==> src/rtl/aobr_pkg.sv <==
// ----------------------------------------------------------------------------
// aobr_pkg
// Beat types and constants of the source-over alpha blender.
// ----------------------------------------------------------------------------
package aobr_pkg;

   localparam int unsigned ChanW     = 8;            // bits per channel
   localparam int unsigned NumColors = 3;            // red, green, blue
   localparam int unsigned NumLanes  = 4;            // colors plus alpha
   localparam int unsigned QuotW     = ChanW;        // quotient bits, one per stage
   localparam int unsigned WgtW      = 2 * ChanW;    // weights and weight sum
   localparam int unsigned ProdW     = 3 * ChanW;    // channel times weight
   localparam int unsigned NumW      = ProdW + 1;    // doubled, rounded dividend
   localparam int unsigned DvsW      = WgtW + 1;     // doubled divisor

   // lane indices
   localparam int unsigned LaneRed   = 0;
   localparam int unsigned LaneGreen = 1;
   localparam int unsigned LaneBlue  = 2;
   localparam int unsigned LaneAlpha = 3;

   localparam logic [ChanW-1:0] ChanMax      = 8'hFF;
   localparam logic [DvsW-1:0]  AlphaDivisor = 17'd510;  // 2 * 255

   typedef struct packed {
      logic [ChanW-1:0] src_red;
      logic [ChanW-1:0] src_green;
      logic [ChanW-1:0] src_blue;
      logic [ChanW-1:0] src_alpha;
      logic [ChanW-1:0] dst_red;
      logic [ChanW-1:0] dst_green;
      logic [ChanW-1:0] dst_blue;
      logic [ChanW-1:0] dst_alpha;
   } req_type;

   typedef struct packed {
      logic [ChanW-1:0] out_red;
      logic [ChanW-1:0] out_green;
      logic [ChanW-1:0] out_blue;
      logic [ChanW-1:0] out_alpha;
   } rsp_type;

   // one divider lane: partial remainder, divisor, quotient so far
   typedef struct packed {
      logic [NumW-1:0]  rem;
      logic [DvsW-1:0]  dvs;
      logic [QuotW-1:0] quo;
   } div_lane_type;

   // side data that rides along the divider
   typedef struct packed {
      logic             pass;
      logic [ChanW-1:0] dst_red;
      logic [ChanW-1:0] dst_green;
      logic [ChanW-1:0] dst_blue;
      logic [ChanW-1:0] dst_alpha;
   } side_type;

endpackage

==> src/rtl/alpha_over_blend_rounded.sv <==
// ----------------------------------------------------------------------------
// alpha_over_blend_rounded
// Source-over compositing of a non-premultiplied RGBA8888 pixel pair with
// round-half-up results.
// ----------------------------------------------------------------------------
//  channel   ports                      handshake
//  request   start, busy, req_data      beat taken when start & !busy
//  response  rsp_valid, rsp_data        one-cycle strobe, no backpressure
//
//  One pixel pair per clock; busy is never raised.
//  The stages are capture, weights, products, dividend set-up, eight
//  restoring-divider stages (one quotient bit each), output register.
//  The eight divider stages set the depth; four lanes (R, G, B, A) run side
//  by side. Synchronous reset clears the valid bits only.
// ----------------------------------------------------------------------------
module alpha_over_blend_rounded (
   input  logic             clock,
   input  logic             reset,
   input  logic             start,
   output logic             busy,
   input  aobr_pkg::req_type req_data,
   output logic             rsp_valid,
   output aobr_pkg::rsp_type rsp_data
);

   localparam int unsigned ChanW     = aobr_pkg::ChanW;
   localparam int unsigned NumColors = aobr_pkg::NumColors;
   localparam int unsigned NumLanes  = aobr_pkg::NumLanes;
   localparam int unsigned QuotW     = aobr_pkg::QuotW;
   localparam int unsigned WgtW      = aobr_pkg::WgtW;
   localparam int unsigned ProdW     = aobr_pkg::ProdW;
   localparam int unsigned NumW      = aobr_pkg::NumW;

   // ---------------- stage 1: capture ----------------
   logic              v1_in, v1_ff;
   aobr_pkg::req_type req1_ff;

   assign busy  = 1'b0;
   assign v1_in = start & ~busy;

   always_ff @(posedge clock) begin
      if (reset) begin
         v1_ff <= 1'b0;
      end else begin
         v1_ff <= v1_in;
      end
      req1_ff <= req_data;
   end

   // ---------------- stage 2: weights ----------------
   logic [ChanW-1:0]  inv_alpha;
   logic [WgtW-1:0]   dw_in, dw_ff;       // da * (255 - sa)
   logic [WgtW-1:0]   sw_in, sw_ff;       // 255 * sa
   logic              v2_ff;
   aobr_pkg::req_type req2_ff;

   always_comb begin
      inv_alpha = aobr_pkg::ChanMax - req1_ff.src_alpha;
      dw_in     = {{ChanW{1'b0}}, req1_ff.dst_alpha} * {{ChanW{1'b0}}, inv_alpha};
      sw_in     = {req1_ff.src_alpha, {ChanW{1'b0}}} - {{ChanW{1'b0}}, req1_ff.src_alpha};
   end

   always_ff @(posedge clock) begin
      if (reset) begin
         v2_ff <= 1'b0;
      end else begin
         v2_ff <= v1_ff;
      end
      dw_ff   <= dw_in;
      sw_ff   <= sw_in;
      req2_ff <= req1_ff;
   end

   // ---------------- stage 3: products and weight sum ----------------
   logic [ChanW-1:0]  src_col [NumColors];
   logic [ChanW-1:0]  dst_col [NumColors];
   logic [ProdW-1:0]  prod_s_in [NumColors];
   logic [ProdW-1:0]  prod_d_in [NumColors];
   logic [ProdW-1:0]  prod_s_ff [NumColors];
   logic [ProdW-1:0]  prod_d_ff [NumColors];
   logic [WgtW-1:0]   den_in, den_ff;
   logic              v3_ff;
   aobr_pkg::req_type req3_ff;

   always_comb begin
      src_col[aobr_pkg::LaneRed]   = req2_ff.src_red;
      src_col[aobr_pkg::LaneGreen] = req2_ff.src_green;
      src_col[aobr_pkg::LaneBlue]  = req2_ff.src_blue;
      dst_col[aobr_pkg::LaneRed]   = req2_ff.dst_red;
      dst_col[aobr_pkg::LaneGreen] = req2_ff.dst_green;
      dst_col[aobr_pkg::LaneBlue]  = req2_ff.dst_blue;
      for (int c = 0; c < NumColors; c++) begin
         prod_s_in[c] = {{WgtW{1'b0}}, src_col[c]} * {{ChanW{1'b0}}, sw_ff};
         prod_d_in[c] = {{WgtW{1'b0}}, dst_col[c]} * {{ChanW{1'b0}}, dw_ff};
      end
      // never exceeds 255*255, so no carry out
      den_in = sw_ff + dw_ff;
   end

   always_ff @(posedge clock) begin
      if (reset) begin
         v3_ff <= 1'b0;
      end else begin
         v3_ff <= v2_ff;
      end
      prod_s_ff <= prod_s_in;
      prod_d_ff <= prod_d_in;
      den_ff    <= den_in;
      req3_ff   <= req2_ff;
   end

   // ---------------- stage 4: dividend and divisor set-up ----------------
   // round half up: q = floor((2n + d) / 2d); alpha is round(den / 255)
   aobr_pkg::div_lane_type lane_ff [QuotW+1][NumLanes];
   aobr_pkg::side_type     side_ff [QuotW+1];
   logic                   dv_ff   [QuotW+1];
   aobr_pkg::div_lane_type lane0_in [NumLanes];
   aobr_pkg::side_type     side0_in;

   always_comb begin
      logic [ProdW-1:0] sum;
      for (int c = 0; c < NumColors; c++) begin
         sum             = prod_s_ff[c] + prod_d_ff[c];
         lane0_in[c].rem = {sum, 1'b0} + NumW'(den_ff);
         lane0_in[c].dvs = {den_ff, 1'b0};
         lane0_in[c].quo = '0;
      end
      lane0_in[aobr_pkg::LaneAlpha].rem = NumW'({den_ff, 1'b0}) + NumW'(aobr_pkg::ChanMax);
      lane0_in[aobr_pkg::LaneAlpha].dvs = aobr_pkg::AlphaDivisor;
      lane0_in[aobr_pkg::LaneAlpha].quo = '0;

      // transparent source passes the destination through
      side0_in.pass      = (req3_ff.src_alpha == '0);
      side0_in.dst_red   = req3_ff.dst_red;
      side0_in.dst_green = req3_ff.dst_green;
      side0_in.dst_blue  = req3_ff.dst_blue;
      side0_in.dst_alpha = req3_ff.dst_alpha;
   end

   always_ff @(posedge clock) begin
      if (reset) begin
         dv_ff[0] <= 1'b0;
      end else begin
         dv_ff[0] <= v3_ff;
      end
      lane_ff[0] <= lane0_in;
      side_ff[0] <= side0_in;
   end

   // ---------------- stages 5..12: restoring divider, one bit each ----------------
   for (genvar k = 0; k < QuotW; k++) begin : g_div
      localparam int unsigned Shift = QuotW - 1 - k;
      aobr_pkg::div_lane_type lane_in [NumLanes];

      always_comb begin
         logic [NumW-1:0] trial;
         for (int l = 0; l < NumLanes; l++) begin
            trial          = NumW'(lane_ff[k][l].dvs) << Shift;
            lane_in[l].dvs = lane_ff[k][l].dvs;
            if (lane_ff[k][l].rem >= trial) begin
               lane_in[l].rem = lane_ff[k][l].rem - trial;
               lane_in[l].quo = {lane_ff[k][l].quo[QuotW-2:0], 1'b1};
            end else begin
               lane_in[l].rem = lane_ff[k][l].rem;
               lane_in[l].quo = {lane_ff[k][l].quo[QuotW-2:0], 1'b0};
            end
         end
      end

      always_ff @(posedge clock) begin
         if (reset) begin
            dv_ff[k+1] <= 1'b0;
         end else begin
            dv_ff[k+1] <= dv_ff[k];
         end
         lane_ff[k+1] <= lane_in;
         side_ff[k+1] <= side_ff[k];
      end
   end

   // ---------------- stage 13: output register ----------------
   aobr_pkg::rsp_type rsp_in, rsp_ff;
   logic              rsp_valid_ff;

   always_comb begin
      if (side_ff[QuotW].pass) begin
         rsp_in.out_red   = side_ff[QuotW].dst_red;
         rsp_in.out_green = side_ff[QuotW].dst_green;
         rsp_in.out_blue  = side_ff[QuotW].dst_blue;
         rsp_in.out_alpha = side_ff[QuotW].dst_alpha;
      end else begin
         // quotients fit 8 bits, so the cap at 255 is implicit
         rsp_in.out_red   = lane_ff[QuotW][aobr_pkg::LaneRed].quo;
         rsp_in.out_green = lane_ff[QuotW][aobr_pkg::LaneGreen].quo;
         rsp_in.out_blue  = lane_ff[QuotW][aobr_pkg::LaneBlue].quo;
         rsp_in.out_alpha = lane_ff[QuotW][aobr_pkg::LaneAlpha].quo;
      end
   end

   always_ff @(posedge clock) begin
      if (reset) begin
         rsp_valid_ff <= 1'b0;
      end else begin
         rsp_valid_ff <= dv_ff[QuotW];
      end
      rsp_ff <= rsp_in;
   end

   assign rsp_valid = rsp_valid_ff;
   assign rsp_data  = rsp_ff;

endmodule

==> config.mk <==
export PLATFORM = sky130hd
export DESIGN_NAME = alpha_over_blend_rounded
export DESIGN_NICKNAME = d
export VERILOG_FILES = /design/src/rtl/aobr_pkg.sv /design/src/rtl/alpha_over_blend_rounded.sv
export SDC_FILE = /design/constraint.sdc
export NUM_CORES = 2
export LEC_CHECK = 0
export ABC_AREA = 1
export BUFFER_PORTS_ARGS = -buffer_cell sky130_fd_sc_hd__buf_2
export CORE_AREA = 4 4 393 395
export CTS_BUF_LIST = sky130_fd_sc_hd__clkbuf_2 sky130_fd_sc_hd__clkbuf_4 sky130_fd_sc_hd__clkbuf_8
export DETAILED_ROUTE_END_ITERATION = 8
export DIE_AREA = 0 0 397 399
export PLACE_DENSITY = 0.9
export SETUP_SLACK_MARGIN = 0.02
export SYNTH_ARGS = -nofsm -noshare
export SYNTH_HDL_FRONTEND = slang
export SYNTH_SLANG_ARGS = --single-unit
==> constraint.sdc <==
create_clock -name clock -period 5.1 [get_ports clock]
set_input_delay 0.765 -clock clock [delete_from_list [all_inputs] [get_ports clock]]
set_output_delay 0.765 -clock clock [all_outputs]
set_load 0.005 [all_outputs]
# Yosys cells after proc, flatten, opt, wreduce, memory -nomap -nowiden
# Memories as Yosys holds them, arrays and structs flattened. A register that Yosys moved wholly into a read port is not among the register bits.
# Index checks and enable logic that the tools add are counted.
dict set report totals {
  regBits 395
  output_inout_bits 34
  rom_bits 0
  latchBits 0
  mem_bits_rw 2106
  input_bits 67
  n_memories 3
}
# memory words word_bits rd rd_ports_with_merged_regs wr line
set memory_table {}
lappend memory_table {lane_ff 9 200 9 0 9 alpha_over_blend_rounded.sv:114} ;# aobr_pkg::div_lane_type lane_ff [QuotW+1][NumLanes];
lappend memory_table {side_ff 9 33 9 0 9 alpha_over_blend_rounded.sv:115} ;# aobr_pkg::side_type side_ff [QuotW+1];
lappend memory_table {dv_ff 9 1 9 1 9 alpha_over_blend_rounded.sv:116} ;# logic dv_ff [QuotW+1];
dict set report op_classes {
  eq_ne 0
  n_div 0
  multipliers 7
  muxes 77
  n_shift 0
  n_bitwise 9
  n_lt_le_gt_ge 32
  add_sub_neg 42
  reduce_logical 1
}
# op n
set ops {}
lappend ops {{2-to-1 mux 25 bit} 32}
lappend ops {{multiplier 8 x 16 -> 24 bit} 6}
lappend ops {{greater-or-equal comparator 25 x 17 -> 1 bit} 4}
lappend ops {{greater-or-equal comparator 25 x 18 -> 1 bit} 4}
lappend ops {{greater-or-equal comparator 25 x 19 -> 1 bit} 4}
lappend ops {{greater-or-equal comparator 25 x 20 -> 1 bit} 4}
lappend ops {{greater-or-equal comparator 25 x 21 -> 1 bit} 4}
lappend ops {{greater-or-equal comparator 25 x 22 -> 1 bit} 4}
lappend ops {{greater-or-equal comparator 25 x 23 -> 1 bit} 4}
lappend ops {{greater-or-equal comparator 25 x 24 -> 1 bit} 4}
lappend ops {{subtractor 25 x 17 -> 25 bit} 4}
lappend ops {{subtractor 25 x 18 -> 25 bit} 4}
lappend ops {{subtractor 25 x 19 -> 25 bit} 4}
lappend ops {{subtractor 25 x 20 -> 25 bit} 4}
lappend ops {{subtractor 25 x 21 -> 25 bit} 4}
lappend ops {{subtractor 25 x 22 -> 25 bit} 4}
lappend ops {{subtractor 25 x 23 -> 25 bit} 4}
lappend ops {{subtractor 25 x 24 -> 25 bit} 4}
lappend ops {{adder 25 x 16 -> 25 bit} 3}
lappend ops {{adder 24 bit} 3}
lappend ops {{2-to-1 mux 1 bit} 44}
lappend ops {{2-to-1 mux 32 bit} 1}
lappend ops {{adder 17 x 8 -> 18 bit, second input constant} 1}
lappend ops {{adder 16 bit} 1}
lappend ops {{5 further kinds} 13}

# Longest topological paths before layout
dict set report logic_depth {
  ltp_word 3
  mapped_depth 24
}

# Least setup slack after synthesis
# Ideal clock, no wire load.
dict set report synth_path {
  path_kind {register to register}
  start {reg req2_ff[42] in the netlist's numbering}
  end {reg prod_s_ff[19] in the netlist's numbering}
  required_ps 5028
  synth_period_minus_slack_ps 4436
  stages_incl_launch_ff 19
  slack_ps 664
  arrival_ps 4364
  cell_sequence {dfxtp_1 -> clkbuf_1 -> clkbuf_1 -> nand2_1 -> fa_1 -> inv_1 -> fa_1 -> fa_1 -> inv_1 -> fa_1 -> inv_1 -> ha_1 -> nand2_1 -> nor4_1 -> a21oi_1 -> o21ai_0 -> nand2_1 -> nand2_1 -> xor2_1}
}
# item line
set synth_rtl {}
lappend synth_rtl {{from (decl)} alpha_over_blend_rounded.sv:55} ;# aobr_pkg::req_type req2_ff;
lappend synth_rtl {{from (signal assigned)} alpha_over_blend_rounded.sv:71} ;# req2_ff <= req1_ff;
lappend synth_rtl {{to (signal assigned)} alpha_over_blend_rounded.sv:106} ;# prod_s_ff <= prod_s_in;
lappend synth_rtl {{to (decl)} alpha_over_blend_rounded.sv:79} ;# logic [ProdW-1:0] prod_s_ff [NumColors];

==> parameters.txt <==
Parameter                              Value

Status
  Outcome    finished clean

Worst setup path
  Cell with the biggest individual delay on the critical path    sky130_fd_sc_hd__dfxtp_1
  Category of the most critical setup path    register to register
  Critical Path End Type    register
  Largest fanout on the critical path    17
  Crit path buf inv count    4
  Kind of cell adding the most delay to the critical path    adder cells
  Worst setup SP type    register
  Data arrival time at the worst-slack endpoint    5.87 ns
  Data required time at the worst endpoint    6.03 ns
  Worst path cell trace    buf_12 -> nand2_1 -> inv_1 -> fa_1 -> fa_1 -> fa_1 -> inv_1 -> fa_1 -> inv_1 -> ha_1 -> nand2_1 -> nor4_1 -> a21oi_1 -> o21ai_0 -> xor2_1
  Cell seen most often among critical-path stages    sky130_fd_sc_hd__fa_1
  Maximum single-stage delay on the critical path    0.73 ns

Global route
  Number of global-route vias before repair    84200
  Number of antenna violations at the first check in global routing    12
  Pin count of the biggest net entering global routing    38
  Global-route usage over all layers    36.1%
  Wire length of the first global-routing pass    448000 µm
  Total global routing overflow    0

Clocking
  Clock tree from TritonCTS    yes
  Worst-skew pair later-pin latency    1.01 ns
  Level count of the clock H-tree    5
  Maximum clock path buffer count    4
  Clock transition at the registers of the reported paths    0.06 ns
  Clock tree root driver cell    sky130_fd_sc_hd__clkbuf_8
  Number of buffers added by the clock tree synthesis step    292
  Sinks on the clock net    1734

Timing
  Final setup viols    0
  Unrepaired setup endpoints after global routing    false
  Final period utilization    96.9%
  Fmax    0.202 GHz
  Worst setup slack after layout    0.160 ns
  Minimum clock period    4.94 ns
  Post-route setup TNS    0 ns
  Number of hold violations in the final report    0
  Relative slew slack    20.3%
  Max Slew Vio Count    0
  Clock Skew    0.0783 ns
  Tightest Pin Transition    1.19 ns

Yosys
  Cell count after synthesis    12200
  Cell area after synthesis    0.0991 mm²
  Number of enable-type register cells in the synthesized netlist    0
  Library cells used by synthesis    72
  Post-synthesis area per instance    8.15 µm²
  Share of synthesized area occupied by flip-flops and latches    35.0%
  Ys async rst share    0%
  Synthesized flop and latch total    1734
  Predominant post-synthesis flop cell    sky130_fd_sc_hd__dfxtp_1
  Yosys warning count    0

Drt
  Total DRC errors in the routed layout    0
  Final routed wirelength across all metal layers    287000 µm
  Per-cell via count in the routed design    5.56
  Number of search-and-repair iterations in the first detailed-routing pass    9
  Via count    81800
  Antenna Nets Post-Route    0
  Avg WL per Cell    19.5 µm
  DRC violation total after the first TritonRoute iteration    6558

Floorplan
  Standard-cell row count    143
  Placeable core area    0.151 mm²
  I/O Pins    101
  Width of the die    397 µm
  Die area    0.158 mm²
  Starting density of the core    65.5%
  DIE HEIGHT    399 µm

Placement
  Setup Slack @ Placement    0.149 ns
  Placed Instances    14100
  DP Wirelength    224000 µm
  Weighted congestion reported at the end of routability-driven placement    1.01
  Number of port buffers    99

Hold path
  Path type of the worst min-delay path    primary input to register

Layout
  Final Instance Count excl. Fillers    14700
  Share of final-layout standard cells stronger than drive strength 1    7.83%
  Area added between synthesis and finish    10.1%
  Number of nets in the layout    13900
  Core Util, Final    72.1%

Job
  Total of max-cap violations    0
## flip-flops by register name (all words and copies together) (netlist names)
register   count
lane_ff     1033
side_ff      297
prod_d_ff     72
prod_s_ff     72
req1_ff       64
req2_ff       40
req3_ff       40
rsp_data      32
dst_col       24
den_ff        16
dw_ff         16
sw_ff         15
dv_ff          9
rsp_valid      1
v1_ff          1
v2_ff          1
v3_ff          1
## through the flow
step	hold WS (ns)	cell area, µm²
after floorplan	0.310	99100
after global placement	0.310	102000
after detailed placement	0.312	102000
after CTS	0.00912	109000
after global routing	0.0530	109000
final	0.102	109000
## cell usage after synthesis, types with 146 or more instances
cell type                  instances  area share [%]
sky130_fd_sc_hd__ha_1            819              10
sky130_fd_sc_hd__fa_1            568              11
sky130_fd_sc_hd__nand2_1        2679              10
sky130_fd_sc_hd__nand4_1         146            0.92
sky130_fd_sc_hd__a21oi_1         671             3.4
sky130_fd_sc_hd__clkbuf_1        172            0.65
sky130_fd_sc_hd__xnor2_1         275             2.4
sky130_fd_sc_hd__o21ai_0         420             2.1
sky130_fd_sc_hd__nor2_1          659             2.5
sky130_fd_sc_hd__inv_1          2195             8.3
sky130_fd_sc_hd__o21ai_1         154            0.78
sky130_fd_sc_hd__nand3_1         397             2.0
sky130_fd_sc_hd__xor2_1          385             3.4
sky130_fd_sc_hd__dfxtp_1        1734              35
## cell type report
type	count	area, µm²
inverters	2218	8340
flip-flops and latches	1734	34700
repair buffers	269	2050
multi-input cells	7962	54900
well taps	2030	2540
clock inverters	75	1090
diodes	11	27.5
clock buffers	425	5440
fillers	11300	42100
## final timing paths
check	start	end	slack [ns]	depth (start not counted)
hold reg to reg	req1_ff[49]	req2_ff[49]	0.29	0
hold / removal	reset	dv_ff[7]	0.10	2
setup reg to reg	dw_ff[10]	prod_d_ff[65]	0.16	15
setup / recovery	dw_ff[10]	prod_d_ff[65]	0.16	15
## routing by layer
layer | track usage [%] | routed length, µm | share of wire [%] | up-vias
met2 | 59.9 | 132000 | 46 | 3740
met3 | 7.82 | 23100 | 8.0 | 1178
met5 | 0 | 12 | 0.0042 | -
li1 | - | - | - | 38900
met1 | 40.8 | 106000 | 37 | 38000
met4 | 27.3 | 25000 | 8.7 | 2
## repair_timing
action,CTS,global route
hold buffers,65,0
buffers inserted,0,0
resized for setup,0,8
hold endpoints to repair,65,0
endpoints found under the setup margin,0,13
## placed cells by master, fill, tap and decap left out, drive strengths merged, types with 7 or more instances in the layout
cell	n
a211oi	13
a21boi	26
a21o	69
a21oi	694
a221oi	11
a31oi	66
and2	8
and3	8
buf	204
bufinv	26
clkbuf	425
clkinv	37
clkinvlp	10
dfxtp	1734
diode	11
dlygate4sd3	65
fa	568
ha	819
inv	2220
mux2	36
nand2	2706
nand3	409
nand3b	23
nand4	148
nor2	681
nor3	122
nor3b	7
nor4	73
o211ai	22
o21a	12
o21ai	646
o21bai	57
o31ai	17
or2	42
xnor2	275
xor2	385
## logic make-up after synthesis
logic type	count (synthesis)	share of synthesized area, %
AOI/OAI and AO/OA	1646	9.49
xor gates and xnor gates	660	5.83
adders and majority gates	1387	21.8
buffers and inverters	2462	9.62
DFF	1734	35.0
muxes	36	0.413
other	1	0.00378
and+or+nand+nor	4229	17.8
Power is left out: the tool's default activity adds up to more than one toggle a clock period on the data nets, which glitch-free logic cannot reach.
